## src/hw/rtl/assert_macros.svh

```systemverilog
// Assertion macros used by the top level of the timestamp ratio converter.
`ifndef ASSERT_MACROS_SVH
`define ASSERT_MACROS_SVH

// Property sampled on clk, off while rst_n is low
`define TRC_ASSERT(label, prop, msg) \
    label: assert property (@(posedge clk) disable iff (!rst_n) (prop)) else $error(msg);

// Condition in one cycle implies a consequence in the next
`define TRC_ASSERT_NEXT(label, ante, cons, msg) \
    label: assert property (@(posedge clk) disable iff (!rst_n) (ante) |=> (cons)) \
        else $error(msg);

`endif

```

## src/hw/rtl/trc_pkg.sv

```systemverilog
// Package: widths, codes and bundle types of the timestamp ratio converter.
`timescale 1ns / 1ps

package trc_pkg;

    localparam int VALUE_W    = 64;
    localparam int COEF_W     = 32;
    localparam int PROD_W     = VALUE_W + COEF_W;
    localparam int DIV_STAGES = VALUE_W;
    localparam int BUF_DEPTH  = 2;
    localparam int CNT_W      = $clog2(BUF_DEPTH + 1);

    // Fixed divisor of the nanoseconds mode
    localparam logic [COEF_W-1:0] NS_PER_SEC = 32'd1000000000;

    // Register indexes of the write port
    typedef enum logic [1:0] {
        REG_OFFSET  = 2'd0,
        REG_DENOM   = 2'd1,
        REG_NUMER   = 2'd2,
        REG_CRYSTAL = 2'd3
    } cfg_idx_t;

    // Request modes
    typedef enum logic {
        MODE_TIMESTAMP = 1'b0,
        MODE_NANOSEC   = 1'b1
    } req_mode_t;

    typedef struct packed {
        logic [VALUE_W-1:0] offset;
        logic [COEF_W-1:0]  denom;
        logic [COEF_W-1:0]  numer;
        logic [COEF_W-1:0]  crystal;
    } cfg_t;

    // One divider stage: partial remainder, dividend/quotient shifter, divisor, saturation flag
    typedef struct packed {
        logic [COEF_W-1:0]  rem;
        logic [VALUE_W-1:0] shreg;
        logic [COEF_W-1:0]  dvsr;
        logic               sat;
    } div_t;

    typedef struct packed {
        logic [VALUE_W-1:0] value;
        logic               sat;
    } res_t;

    typedef struct packed {
        logic full;
        logic empty;
    } buf_stat_t;

endpackage

```

## src/hw/rtl/trc_cfg.sv

```systemverilog
// Configuration register file with a plain write port.
`timescale 1ns / 1ps

module trc_cfg (
    input  logic                           clk,
    input  logic                           rst_n,
    input  logic                           cfg_we,
    input  trc_pkg::cfg_idx_t              cfg_index,
    input  logic [trc_pkg::VALUE_W-1:0]    cfg_data,
    output trc_pkg::cfg_t                  cfg
);
    import trc_pkg::*;

    cfg_t cfg_reg;
    cfg_t cfg_next;

    // Decode the write; wider data is cut to the register width
    always_comb
    begin
        cfg_next = cfg_reg;
        if (cfg_we)
        begin
            unique case (cfg_index)
                REG_OFFSET:  cfg_next.offset  = cfg_data;
                REG_DENOM:   cfg_next.denom   = cfg_data[COEF_W-1:0];
                REG_NUMER:   cfg_next.numer   = cfg_data[COEF_W-1:0];
                REG_CRYSTAL: cfg_next.crystal = cfg_data[COEF_W-1:0];
                default:     cfg_next = cfg_reg;
            endcase
        end
    end

    always_ff @(posedge clk or negedge rst_n)
    begin
        if (!rst_n)
        begin
            cfg_reg.offset  <= '0;
            cfg_reg.denom   <= COEF_W'(1);
            cfg_reg.numer   <= COEF_W'(1);
            cfg_reg.crystal <= '0;
        end
        else
        begin
            cfg_reg <= cfg_next;
        end
    end

    assign cfg = cfg_reg;

endmodule

```

## config.mk

```make
export PLATFORM = sky130hd
export DESIGN_NAME = trc_cfg
export DESIGN_NICKNAME = d
export VERILOG_FILES = /design/src/hw/rtl/assert_macros.svh /design/src/hw/rtl/trc_pkg.sv /design/src/hw/rtl/trc_cfg.sv
export SDC_FILE = /design/constraint.sdc
export NUM_CORES = 1
export LEC_CHECK = 0
export ABC_AREA = 1
export BUFFER_PORTS_ARGS = -buffer_cell sky130_fd_sc_hd__buf_2
export CORE_MARGIN = 2
export CORE_UTILIZATION = 50
export DETAILED_ROUTE_END_ITERATION = 10
export GPL_ROUTABILITY_DRIVEN = 0
export HOLD_SLACK_MARGIN = 0.15
export PLACE_DENSITY = 0.81
export SYNTH_ARGS = -nofsm -noshare
export SYNTH_HDL_FRONTEND = slang
export SYNTH_SLANG_ARGS = --single-unit
```

## constraint.sdc

```tcl
create_clock -name clk -period 0.8 [get_ports clk]
set_input_delay 0.16 -clock clk [delete_from_list [all_inputs] [get_ports clk]]
set_output_delay 0.16 -clock clk [all_outputs]
set_load 0.03 [all_outputs]
```

Word-level counts from Yosys, hierarchy flattened
Cells that the tools add are included.
W data, S select, Z words.
{"block": "totals", "elab_cells": 12, "register_bits": 160, "inputBits": 69}
{"block": "op_classes", "n_eq_ne": 3, "reduce_logical": 5}
{"cell": "$reduce_and A2 Y1", "count": 4}
{"cell": "$eq A2 B2 Y1 const B", "count": 2}
{"cell": "$eq A2 B1 Y1 const B", "count": 1}
{"cell": "$logic_not A2 Y1", "count": 1}

Logic depth before layout (Yosys ltp)
{"block": "logic_depth", "word_depth": 2, "depth_mapped": 5, "ltp_nobuf": 4}

Worst setup path after synthesis
Ideal clock, no wire load.
{"block": "synth_timing", "path_kind": "in2reg", "from": "input port cfg_we", "to": "register cfg_reg, in the netlist cfg[10]", "cell_stages": 5, "setup_slack_ns": -0.062, "setup_time_ns": 0.119, "n_path_buf": 2, "required_ns": 0.681, "arrival_ns": 0.744, "path_cell_list": "buf_2 -> nand3_1 -> buf_2 -> nand2_1 -> nand2_1"}
{"block": "synth_between", "elab_chain_cells": 1}
{"element": "start, declared", "line_no": "trc_cfg.sv:7", "text": "input logic cfg_we,"}
{"element": "$reduce_and A2 Y1 (no source line)"}
{"element": "end signal, assigned", "line_no": "trc_cfg.sv:44", "text": "cfg_reg <= cfg_next;"}
{"element": "end, declared", "line_no": "trc_cfg.sv:14", "text": "cfg_t cfg_reg;"}
No other way between the ends.
A chain may end at the register's enable or synchronous reset.

Worst setup path in the final report
{"block": "layout_timing", "from": "register cfg_reg, in the netlist cfg[32]", "to": "output port cfg[32] (netlist bit)"}
{"element": "end, declared", "line_no": "trc_cfg.sv:10", "text": "output trc_pkg::cfg_t cfg"}
No word-level cell between the ends.

==> summary.txt <==
Outcome
  – Status: finished with violations
  – Failing checks: negative setup slack

Synthesis
  – Synth warnings: 0
  – Synth top area share: 0.613
  – Cells after Synth: around 710
  – Syn avg cell area: 9.13 um^2
  – Synthesized Nets: 776
  – Area of the mapped netlist: ~6500 um^2
  – Synth area leader: dfrtp_1
  – Sequential element share of the synthesized area: 0.621
  – Ranking of synthesized cells by area: dfrtp_1 (61%), nand2_1 (19%), nand4_1 (9.3%)
  – Cell variety after synth: 12
  – Synthesis-stage register bit count: 160

Timing
  – Slew headroom: 0.774
  – Slew @ Worst Pin: about 340 ps
  – RSZ-0062 raised after global routing: yes
  – Finish-stage setup viols: ~190
  – Max Transition Viols Final: 0
  – Final period utilization: 1.59
  – Setup TNS: -55650 ps
  – Worst setup margin: -474 ps
  – Fmax: 0.785 GHz
  – Min Tclk post-route: around 1300 ps
  – Worst Skew: 0 ps
  – Final hold vios: 0

Floorplanning
  – Cell row count: 41
  – Die X: between 100 and 150 um
  – Die area: around 14000 um^2
  – IO Pins: between 200 and 250
  – Core area: approximately 13000 um^2
  – Die H: 118 um
  – Initial Utilization: 0.512

Detailed routing
  – DR WL/cell: about 22 um
  – Average vias per placed instance: just under 6
  – DRC errors left: 0
  – DRT Pass-1 Iters: 6
  – ANT nets after route: 0
  – WL final: approximately 28000 um
  – Vias: roughly 7700
  – DR iter-0 viols: about 1000

Critical path
  – CP required: 640 ps
  – CP Launch Type: register
  – Critical Path, Cell by Cell: buf_6
  – Critical-path top delay cell: dfstp_2
  – Arrival time worst endpoint: 1110 ps
  – CP Max Fanout: 2
  – CP Capture Type: output port
  – WP buf/inv: 1
  – Setup CP Type: reg2out
  – CP top delay family: flip-flops
  – Crit-path max cell delay: ~560 ps

Layout
  – Layout cells sized above 1: 0.393
  – Final core utilization: 0.892
  – Layout Cells excl Fill: 1297
  – Most frequent cells in the layout: nand2_1 (294), buf_6 (176), dfrtp_1 (158), buf_4 (125), nand4_1 (96)
  – Commonest non-fill, non-tap cell in the layout: nand2_1
  – Synthesis-to-finish area growth: 74.4%
  – # fillers: roughly 500
  – Max reg flops: 160
  – Final #Nets: approximately 1200

GRT
  – Largest net degree at the start of global routing: 60
  – Initial antenna violation count: 1
  – GRT overflow: 0
  – GRT Util Overall: 0.372
  – Vias in the first global route: between 7000 and 8000
  – First-pass GRT wire length: ~40000 um

Clocking
  – CTS Root Cell: clkbuf_16
  – Post-CTS Hold Buffers: 65
  – H-tree Lvls: 4
  – Clk sinks: 160
  – Worst-case clock buffer depth: 2
  – CTS Buf Count: 17
  – Skew-Pair Late Insertion Delay: roughly 420 ps
  – CTS tree: built
  – CTS clk-pin slew, worst paths: 60 ps

Power and ir drop
  – Peak VDD IR: 1.89 mV
  – Cell Pwr Density: 2610 nW/um^2
  – Cell leakage power: between 5 and 6 nW
  – Final Power: ~29 mW

Hold path
  – Hold/Removal Path Class: in2async

Placed design
  – Placed Cells: 1100
  – HPWL after detailed placement: approximately 13000 um
  – Setup WS pre-CTS: -279 ps
  – Port buffer count: roughly 230

Job
  – Max Cap Viol: 0
==> Yosys cell counts <==
| library cell | instances |
|---|---|
| buf_1 | 6 |
| buf_2 | 34 |
| buf_4 | 7 |
| clkbuf_1 | 13 |
| dfrtp_1 | 158 |
| dfstp_2 | 2 |
| inv_1 | 2 |
| nand2_1 | 320 |
| nand2_2 | 1 |
| nand3_1 | 67 |
| nand4_1 | 96 |
| nor2_1 | 1 |
==> layer usage <==
| layer | vias to the layer above | GRT usage | part of all wire |
|---|---|---|---|
| li1 | 3159 | - | - |
| met1 | 3653 | 0.422 | 0.33 |
| met2 | 644 | 0.643 | 0.50 |
| met3 | 210 | 0.0746 | 0.091 |
| met4 | 0 | 0.230 | 0.077 |
| met5 | - | 0 | 0 |
==> cell type report <==
type	instances	area [um^2]	share of cell area
flip-flops and latches	160	4010	0.356
well taps	172	215	0.0191
inverters	2	7.51	0.000667
multi-input cells	485	2250	0.200
clock inverters	11	163	0.0145
diodes	1	2.50	0.000222
clock buffers	21	450	0.0400
repair buffers	445	4160	0.370
==> timing repair <==
| action | CTS | global route |
|---|---|---|
| pin swaps | 0 | 6 |
| endpoints found under the hold margin | 320 | 4 |
| buffers inserted | 47 | 57 |
| endpoints found under the setup margin | 160 | 170 |
| resized for setup | 320 | 44 |
==> through the flow <==
stage,instance area (um^2),hold WS [ps]
final,11300,113
after CTS,10700,86.1
after detailed placement,8110,-28.8
after floorplan,6500,-136
after global routing,11300,117
after global placement,8110,-27.4
==> path summary, 6_finish.rpt <==
path,endpoint,slack (ps),cells past startpoint,start
min in group clk,cfg[0],240,4,cfg_index[1]
max,cfg[32],-470,1,cfg[32]
max reg2reg,cfg[29],-100,4,cfg[29]
min,cfg[155],110,2,rst_n
max in group asynchronous,cfg[51],170,3,rst_n
min reg2reg,cfg[64],490,2,cfg[64]
==> cells by family after synthesis <==
family / share of synthesized area
AND/OR/NAND/NOR: 0.333
flip-flops: 0.621
buffers and inverters: 0.0467
==> power by group <==
| group | leakage, nW | internal (mW) | switching (mW) |
|---|---|---|---|
| logic | 3.71 | 4.58 | 5.64 |
| clock network | 0.293 | 5.28 | 3.34 |
| registers | 1.99 | 9.40 | 1.17 |
(Power assumes the default switching activity.)
