`config.mk`:
```
export PLATFORM = sky130hd
export DESIGN_NAME = trc_outbuf_flat
export DESIGN_NICKNAME = d
export VERILOG_FILES = /design/src/hw/rtl/assert_macros.svh /design/src/hw/rtl/trc_pkg.sv /design/src/hw/rtl/trc_rsp_if.sv /design/src/hw/rtl/trc_outbuf.sv /design/src/flat_wrapper.sv
export SDC_FILE = /design/constraint.sdc
export NUM_CORES = 1
export LEC_CHECK = 0
export BUFFER_PORTS_ARGS = -buffer_cell sky130_fd_sc_hd__buf_2
export CAP_MARGIN = 25
export CORE_AREA = 5 5 102 104
export DETAILED_ROUTE_END_ITERATION = 12
export DIE_AREA = 0 0 107 109
export PLACE_DENSITY = 0.93
export SLEW_MARGIN = 10
export SYNTH_ARGS = -nofsm -noshare
export SYNTH_HDL_FRONTEND = slang
export SYNTH_SLANG_ARGS = --single-unit
```
`constraint.sdc`:
```
create_clock -name clk -period 9.7 [get_ports clk]
set_clock_uncertainty 0.15 [all_clocks]
set_input_delay 0.485 -clock clk [delete_from_list [all_inputs] [get_ports clk]]
set_output_delay 0.485 -clock clk [all_outputs]
set_load 0.02 [all_outputs]
```
`src/hw/rtl/assert_macros.svh`:
```
// Assertion macros used by the top level of the timestamp ratio converter.
`ifndef ASSERT_MACROS_SVH
`define ASSERT_MACROS_SVH

// Property sampled on clk, off while rst_n is low
`define TRC_ASSERT(label, prop, msg) \
    label: assert property (@(posedge clk) disable iff (!rst_n) (prop)) else $error(msg);

// Condition in one cycle implies a consequence in the next
`define TRC_ASSERT_NEXT(label, ante, cons, msg) \
    label: assert property (@(posedge clk) disable iff (!rst_n) (ante) |=> (cons)) \
        else $error(msg);

`endif

```
`src/hw/rtl/trc_pkg.sv`:
```
// Package: widths, codes and bundle types of the timestamp ratio converter.
`timescale 1ns / 1ps

package trc_pkg;

    localparam int VALUE_W    = 64;
    localparam int COEF_W     = 32;
    localparam int PROD_W     = VALUE_W + COEF_W;
    localparam int DIV_STAGES = VALUE_W;
    localparam int BUF_DEPTH  = 2;
    localparam int CNT_W      = $clog2(BUF_DEPTH + 1);

    // Fixed divisor of the nanoseconds mode
    localparam logic [COEF_W-1:0] NS_PER_SEC = 32'd1000000000;

    // Register indexes of the write port
    typedef enum logic [1:0] {
        REG_OFFSET  = 2'd0,
        REG_DENOM   = 2'd1,
        REG_NUMER   = 2'd2,
        REG_CRYSTAL = 2'd3
    } cfg_idx_t;

    // Request modes
    typedef enum logic {
        MODE_TIMESTAMP = 1'b0,
        MODE_NANOSEC   = 1'b1
    } req_mode_t;

    typedef struct packed {
        logic [VALUE_W-1:0] offset;
        logic [COEF_W-1:0]  denom;
        logic [COEF_W-1:0]  numer;
        logic [COEF_W-1:0]  crystal;
    } cfg_t;

    // One divider stage: partial remainder, dividend/quotient shifter, divisor, saturation flag
    typedef struct packed {
        logic [COEF_W-1:0]  rem;
        logic [VALUE_W-1:0] shreg;
        logic [COEF_W-1:0]  dvsr;
        logic               sat;
    } div_t;

    typedef struct packed {
        logic [VALUE_W-1:0] value;
        logic               sat;
    } res_t;

    typedef struct packed {
        logic full;
        logic empty;
    } buf_stat_t;

endpackage

```
`src/hw/rtl/trc_rsp_if.sv`:
```
// Interface: response channel (converted value and saturation flag).
`timescale 1ns / 1ps

interface trc_rsp_if;
    import trc_pkg::*;

    logic               valid;
    logic               ready;
    logic [VALUE_W-1:0] result_value;
    logic               saturated;

    modport source (output valid, result_value, saturated, input ready);
    modport sink   (input valid, result_value, saturated, output ready);
endinterface

```
`src/hw/rtl/trc_outbuf.sv`:
```
// Two-entry output buffer that decouples the pipeline from the response side.
`timescale 1ns / 1ps

module trc_outbuf (
    input  logic                  clk,
    input  logic                  rst_n,
    input  logic                  push,
    input  trc_pkg::res_t         push_data,
    trc_rsp_if.source             rsp,
    output trc_pkg::buf_stat_t    stat
);
    import trc_pkg::*;

    localparam int PTR_W = $clog2(BUF_DEPTH);

    res_t               mem_reg [BUF_DEPTH];
    logic [PTR_W-1:0]   wr_ptr_reg;
    logic [PTR_W-1:0]   wr_ptr_next;
    logic [PTR_W-1:0]   rd_ptr_reg;
    logic [PTR_W-1:0]   rd_ptr_next;
    logic [CNT_W-1:0]   count_reg;
    logic [CNT_W-1:0]   count_next;
    logic               pop;

    assign pop = rsp.valid && rsp.ready;

    // Pointer and fill count update
    always_comb
    begin
        wr_ptr_next = push ? wr_ptr_reg + PTR_W'(1) : wr_ptr_reg;
        rd_ptr_next = pop  ? rd_ptr_reg + PTR_W'(1) : rd_ptr_reg;
        count_next  = count_reg;
        if (push && !pop)
            count_next = count_reg + CNT_W'(1);
        else if (pop && !push)
            count_next = count_reg - CNT_W'(1);
    end

    always_ff @(posedge clk or negedge rst_n)
    begin
        if (!rst_n)
        begin
            wr_ptr_reg <= '0;
            rd_ptr_reg <= '0;
            count_reg  <= '0;
        end
        else
        begin
            wr_ptr_reg <= wr_ptr_next;
            rd_ptr_reg <= rd_ptr_next;
            count_reg  <= count_next;
        end
    end

    always_ff @(posedge clk)
    begin
        if (push)
            mem_reg[wr_ptr_reg] <= push_data;
    end

    // Head entry drives the response beat
    assign rsp.valid        = (count_reg != '0);
    assign rsp.result_value = mem_reg[rd_ptr_reg].value;
    assign rsp.saturated    = mem_reg[rd_ptr_reg].sat;

    assign stat.full  = (count_reg == CNT_W'(BUF_DEPTH));
    assign stat.empty = (count_reg == '0);

endmodule

```
`src/flat_wrapper.sv`:
```
// flat-port wrapper written by rule: the top's interface ports become plain ports
module trc_outbuf_flat import trc_pkg::*;
  (clk, rst_n, push, push_data, stat, rsp_valid, rsp_result_value, rsp_saturated, rsp_ready);
  trc_rsp_if rsp_i ();
  input  logic clk;
  input  logic rst_n;
  input  logic push;
  input  trc_pkg::res_t push_data;
  output trc_pkg::buf_stat_t stat;
  output wire logic [$bits(rsp_i.valid)-1:0] rsp_valid;
  output wire logic [$bits(rsp_i.result_value)-1:0] rsp_result_value;
  output wire logic [$bits(rsp_i.saturated)-1:0] rsp_saturated;
  input wire logic [$bits(rsp_i.ready)-1:0] rsp_ready;
  assign rsp_valid = rsp_i.valid;
  assign rsp_result_value = rsp_i.result_value;
  assign rsp_saturated = rsp_i.saturated;
  assign rsp_i.ready = rsp_ready;
  trc_outbuf u_core (.clk(clk), .rst_n(rst_n), .push(push), .push_data(push_data), .rsp(rsp_i), .stat(stat));
endmodule
```
==> Word level (Yosys, flattened, before mapping) <==
Memories as Yosys holds them, arrays and structs flattened.
Index checks and enable logic that the tools add are counted.
{ "word_totals": {"ff_bits": 4, "mem_bits_rw": 130, "in_bits": 69, "elab_cells": 21, "memories": 1} }
{ "mem_list": {"columns": ["memory", "words", "word_bits", "read_ports", "rd_clocked_by_memory_dff", "write_ports", "line", "rtl"], "rows": [
  ["u_core.mem_reg", 2, 65, 1, 0, 1, "trc_outbuf.sv:16", "res_t mem_reg [BUF_DEPTH];"]
]} }
{ "op_classes": {"addsub": 4, "eq_ne": 1, "mux": 4, "reduce_logical": 8} }
{ "op_table": {"columns": ["op", "count"], "rows": [
  ["$mux 2", 2],
  ["$reduce_bool 2->1", 2],
  ["$logic_and 1x1->1", 3],
  ["$add 1x1->1 const B", 2],
  ["$add 2x1->2 const B", 1],
  ["$eq 2x2->1 const B", 1],
  ["$logic_not 1->1", 2],
  ["$logic_not 2->1", 1],
  ["$mux 1", 2],
  ["$sub 2x1->2 const B", 1]
]} }

==> Longest topological paths before layout <==
{ "depth": {"depth_word": 5, "depth_mapped": 6, "depth_no_buf": 6} }

==> Worst setup path after synthesis <==
OpenSTA, ideal clock, no wires.
{ "synth_path": {"kind": "input to register", "startpoint": "in push", "endpoint": "mem u_core.mem_reg[0][0] (netlist bit) (enable)", "arrival_time_ns": 3.342, "required_time_ns": 9.054, "slack_ns": 5.712, "stages": 1, "path_buffers": 0, "cell_sequence": "nor2b_1"} }
{ "synth_between": {"elab_chain_len": 2} }
{ "synth_rtl": {"columns": ["element", "line", "rtl"], "rows": [
  ["start: declaration", "flat_wrapper.sv:7", "input logic push;"],
  ["$mux 1", "trc_outbuf.sv:57", "if (push)"],
  ["$mux 1 (not written as such)", "trc_outbuf.sv:58", "mem_reg[wr_ptr_reg] <= push_data;"],
  ["end: declaration", "trc_outbuf.sv:16", null]
]} }
No other way between the ends.

==> Worst setup path in the final report <==
{ "layout_path": {"startpoint": "reg u_core.rd_ptr_reg", "endpoint": "out rsp_result_value[62]"} }
{ "layout_between": {"elab_chain_len": 1} }
{ "layout_rtl": {"columns": ["element", "line", "rtl"], "rows": [
  ["start: declaration", "trc_outbuf.sv:19", "logic [PTR_W-1:0] rd_ptr_reg;"],
  ["start signal: assignment", "trc_outbuf.sv:50", "rd_ptr_reg <= rd_ptr_next;"],
  ["$mem_v2 2x65", null, null],
  ["end: declaration", "flat_wrapper.sv:11", "output wire logic [$bits(rsp_i.result_value)-1:0] rsp_result_value;"]
]} }
No other way between the ends.

==> impl_results.html <==
<table>
<tr><th>Metric</th><th>Value</th></tr>
<tr><th colspan="2">Floorplanning</th></tr>
<tr><td>Die H</td><td>109 um</td></tr>
<tr><td>Die area</td><td>0.0117 mm2</td></tr>
<tr><td>Placeable core area</td><td>0.00946 mm2</td></tr>
<tr><td>Starting Density</td><td>53.3%</td></tr>
<tr><td>Die extent in x</td><td>107 um</td></tr>
<tr><td>Number of core rows</td><td>36</td></tr>
<tr><td>I/O pins</td><td>137</td></tr>
<tr><th colspan="2">GRT</th></tr>
<tr><td>Overall fraction of global-route tracks in use</td><td>16.2%</td></tr>
<tr><td>Total global routing overflow</td><td>0</td></tr>
<tr><td>Antenna violations before repair</td><td>0</td></tr>
<tr><td>Number of global-route vias before repair</td><td>2806</td></tr>
<tr><td>Pin count of the biggest net entering global routing</td><td>67</td></tr>
<tr><td>Wire length of the first global-routing pass</td><td>14.0 mm</td></tr>
<tr><th colspan="2">STA</th></tr>
<tr><td>Worst slew slack as a fraction of its limit</td><td>38.1%</td></tr>
<tr><td>Worst slew pin tran</td><td>0.926 ns</td></tr>
<tr><td>RSZ-0062 raised after global routing</td><td>no</td></tr>
<tr><td>Sum of negative setup slack</td><td>0 ns</td></tr>
<tr><td>Clock period minus final worst setup slack</td><td>2.79 ns</td></tr>
<tr><td>Post-Route Hold Slack</td><td>0.0293 ns</td></tr>
<tr><td>Achievable clock frequency</td><td>358 MHz</td></tr>
<tr><td>Endpoints failing setup</td><td>0</td></tr>
<tr><td>Final period util</td><td>28.8%</td></tr>
<tr><td>Slew Viols, Final</td><td>0</td></tr>
<tr><td>Final Hold Fails</td><td>0</td></tr>
<tr><th colspan="2">CTS</th></tr>
<tr><td>Clock latency on the worst-skew pair</td><td>0.50 ns</td></tr>
<tr><td>Clock sinks</td><td>134</td></tr>
<tr><td>Clock-pin slew reported for the worst setup and hold paths after clock tree synthesis</td><td>0.06 ns</td></tr>
<tr><td>Buffer type at the clock tree root</td><td>sky130_fd_sc_hd__clkbuf_8</td></tr>
<tr><td>Maximum root-to-sink buffer count</td><td>2</td></tr>
<tr><td>Number of clock buffers inserted by TritonCTS</td><td>17</td></tr>
<tr><td>CTS H-tree depth</td><td>4</td></tr>
<tr><td>Number of buffers inserted for hold repair after clock tree synthesis</td><td>26</td></tr>
<tr><td>Number of gates resized after cts</td><td>0</td></tr>
<tr><td>TritonCTS clock tree</td><td>built</td></tr>
<tr><td>Setup repair bufs after CTS</td><td>0</td></tr>
<tr><th colspan="2">Placement</th></tr>
<tr><td>Post-place instance area</td><td>0.00582 mm2</td></tr>
<tr><td>Global placement routability congestion</td><td>0.700</td></tr>
<tr><td>Port buffer count</td><td>136</td></tr>
<tr><td>Total half-perimeter wirelength after legalization and detailed placement</td><td>5.63 mm</td></tr>
<tr><th colspan="2">Detailed routing</th></tr>
<tr><td># DRC</td><td>0</td></tr>
<tr><td>Sum of routed wire segments on met1</td><td>3.68 mm</td></tr>
<tr><td>First-pass DRT Iterations</td><td>4</td></tr>
<tr><td>Final wirelength</td><td>9.33 mm</td></tr>
<tr><td>Amount of wire on met2 after detailed routing</td><td>5.02 mm</td></tr>
<tr><td>Uppermost signal routing layer after detailed routing</td><td>met4</td></tr>
<tr><td>Number of vias per cell</td><td>5.00</td></tr>
<tr><td>Routed WL per cell</td><td>17.7 um</td></tr>
<tr><td>Routed met3 length</td><td>586 um</td></tr>
<tr><td>Count of routing violations after the opening detailed-route iteration</td><td>132</td></tr>
<tr><td>Routed vias</td><td>2641</td></tr>
<tr><td>Routed Antenna Nets</td><td>0</td></tr>
<tr><th colspan="2">Yosys</th></tr>
<tr><td>Distinct cells, synth</td><td>15</td></tr>
<tr><td>Seq/Total Area, Yosys</td><td>79.4%</td></tr>
<tr><td>Post-synthesis instance area</td><td>0.00504 mm2</td></tr>
<tr><td>Synth warn</td><td>0</td></tr>
<tr><td>Syn nets</td><td>289</td></tr>
<tr><td>Syn_area_per_cell</td><td>23.0 um2</td></tr>
<tr><td>Cell type contributing the most total cell area after synthesis</td><td>sky130_fd_sc_hd__edfxtp_1</td></tr>
<tr><td>Flip-flop and latch count after synthesis</td><td>134</td></tr>
<tr><td>Area contributors post-synth</td><td>sky130_fd_sc_hd__edfxtp_1 (77%), sky130_fd_sc_hd__mux2_4 (12%), sky130_fd_sc_hd__mux2_2 (5.6%), sky130_fd_sc_hd__dfrtp_1 (2.0%), sky130_fd_sc_hd__buf_6 (1.1%)</td></tr>
<tr><td>Post-Synthesis Cells</td><td>219</td></tr>
<tr><td>Area fraction of the dominant cell type after synthesis</td><td>77.4%</td></tr>
<tr><th colspan="2">Setup path</th></tr>
<tr><td>Endpoint required time on the critical path</td><td>9.07 ns</td></tr>
<tr><td>Setup slack of the worst register-to-register path</td><td>7.47 ns</td></tr>
<tr><td>Crit. End Element</td><td>primary output</td></tr>
<tr><td>Dominant delay contributor by cell family on the critical path</td><td>flip-flops</td></tr>
<tr><td>CP cell instances</td><td>buf_12 &gt; mux2_2 &gt; buf_2</td></tr>
<tr><td>Max incr delay on CP</td><td>0.77 ns</td></tr>
<tr><td>CP arrival</td><td>2.16 ns</td></tr>
<tr><td>Critical Path Start Type</td><td>flip-flop</td></tr>
<tr><td>Count of buffering cells on the critical path with inverters included</td><td>2</td></tr>
<tr><td>Cell at the slowest stage of the critical path</td><td>sky130_fd_sc_hd__dfrtp_4</td></tr>
<tr><td>Worst Path Class, Setup</td><td>flip-flop to primary output</td></tr>
<tr><td>Top fanout value on the critical path</td><td>36</td></tr>
<tr><th colspan="2">Power and ir drop</th></tr>
<tr><td>Leakage</td><td>2.69 nW</td></tr>
<tr><td>Power density relative to cell area</td><td>308 mW/mm2</td></tr>
<tr><td>Largest vdd supply drop</td><td>0.000309 V</td></tr>
<tr><th colspan="2">Finish</th></tr>
<tr><td>Cell area after layout</td><td>0.00674 mm2</td></tr>
<tr><td>Number of antenna diodes</td><td>0</td></tr>
<tr><td>Core occupancy in the finished layout</td><td>71.2%</td></tr>
<tr><td>Total number of nets in the final design</td><td>471</td></tr>
<tr><td>Layout cells sized above 1</td><td>57.5%</td></tr>
<tr><td>Number of fill cells</td><td>561</td></tr>
<tr><td>Flip-flop count of the largest register after layout</td><td>130</td></tr>
<tr><td>Area growth from synthesis to layout</td><td>33.6%</td></tr>
<tr><th colspan="2">Hold path</th></tr>
<tr><td>Hold WC Path Type</td><td>input pin to flip-flop</td></tr>
<tr><th colspan="2">Status</th></tr>
<tr><td>Status</td><td>complete, no violations</td></tr>
<tr><th colspan="2">Flow run</th></tr>
<tr><td>Max_cap viols</td><td>0</td></tr>
</table>
cell families (layout without fill, tap and decap cells):
group	Yosys count	after routing	synth area share, %
XOR/XNOR	5	5	0.868
AND/OR/NAND/NOR	6	6	0.645
adder cells (fa/ha/maj)	1	1	0.248
flip-flops	134	134	79.4
buffers and inverters	8	203	1.39
multiplexers	65	65	17.5
placed cells by master, fill, tap and decap left out, drive strengths merged:
cell	synthesis	routed
nor2	1	1
nand2	1	1
mux2	65	65
edfxtp	130	130
xnor2	2	2
clkinv	0	2
dlygate4sd3	0	32
inv	1	1
dfrtp	4	4
buf	7	138
bufinv	0	2
clkinvlp	0	8
xor2	3	3
nor2b	2	2
ha	1	1
and2	1	1
clkbuf	0	20
or2	1	1
where the power goes:
group | switching [W] | internal [W]
Sequential | 0.0000657 | 0.000772
Combinational | 0.000346 | 0.000287
Clock | 0.000225 | 0.000377
per-stage QoR:
stage	power [W]	cells	setup slack [ns]
2_1_floorplan	0.00131	219	5.71
3_3_place_gp	0.00145	463	7.23
3_5_place_dp	0.00147	463	7.18
4_1_cts	0.00209	521	6.75
5_1_grt	0.00217	528	6.79
6_report	0.00207	528	6.91
worst reg2reg max path: stages, from the launching register on:
cell,delay (ns)
sky130_fd_sc_hd__dfrtp_1,0.43
sky130_fd_sc_hd__nor2b_4,0.75
sky130_fd_sc_hd__buf_4,0.53
per-layer routing:
| layer | global-route usage [%] | up-vias |
|---|---|---|
| met3 | 5.74 | 6 |
| met2 | 27.7 | 104 |
| met4 | 5.21 | 0 |
| met1 | 19.2 | 1298 |
| li1 | - | 1233 |
| met5 | 0 | - |
final cells by class:
type / count / area, um2 / area share (%)
Tap cell: 114 / 143 / 2.12
Timing Repair Buffer: 170 / 1030 / 15.3
Multi-Input combinational cell: 77 / 981 / 14.6
Clock buffer: 20 / 445 / 6.61
Sequential cell: 134 / 4010 / 59.5
Clock inverter: 12 / 130 / 1.93
Inverter: 1 / 3.75 / 0.0557
synthesized netlist by cell type, drive strengths merged:
cell type,instances
dfrtp,4
inv,1
nand2,1
ha,1
xor2,3
xnor2,2
buf,7
or2,1
mux2,65
nor2,1
edfxtp,130
and2,1
nor2b,2
worst paths after layout:
path / from / to / cells after the start
max: u_core.rd_ptr_reg$_DFFE_PN0P_ / rsp_result_value[62] / 3
min: push_data[34] / u_core.mem_reg[1][34]$_DFFE_PP_ / 1
max reg2reg: u_core.wr_ptr_reg$_DFFE_PN0P_ / u_core.mem_reg[0][46]$_DFFE_PP_ / 2
min reg2reg: u_core.count_reg[1]$_DFFE_PN0P_ / u_core.count_reg[1]$_DFFE_PN0P_ / 1
max in group asynchronous: rst_n / u_core.rd_ptr_reg$_DFFE_PN0P_ / 2
min in group asynchronous: rst_n / u_core.rd_ptr_reg$_DFFE_PN0P_ / 2
Note: power is estimated with default switching activity, not from simulation.
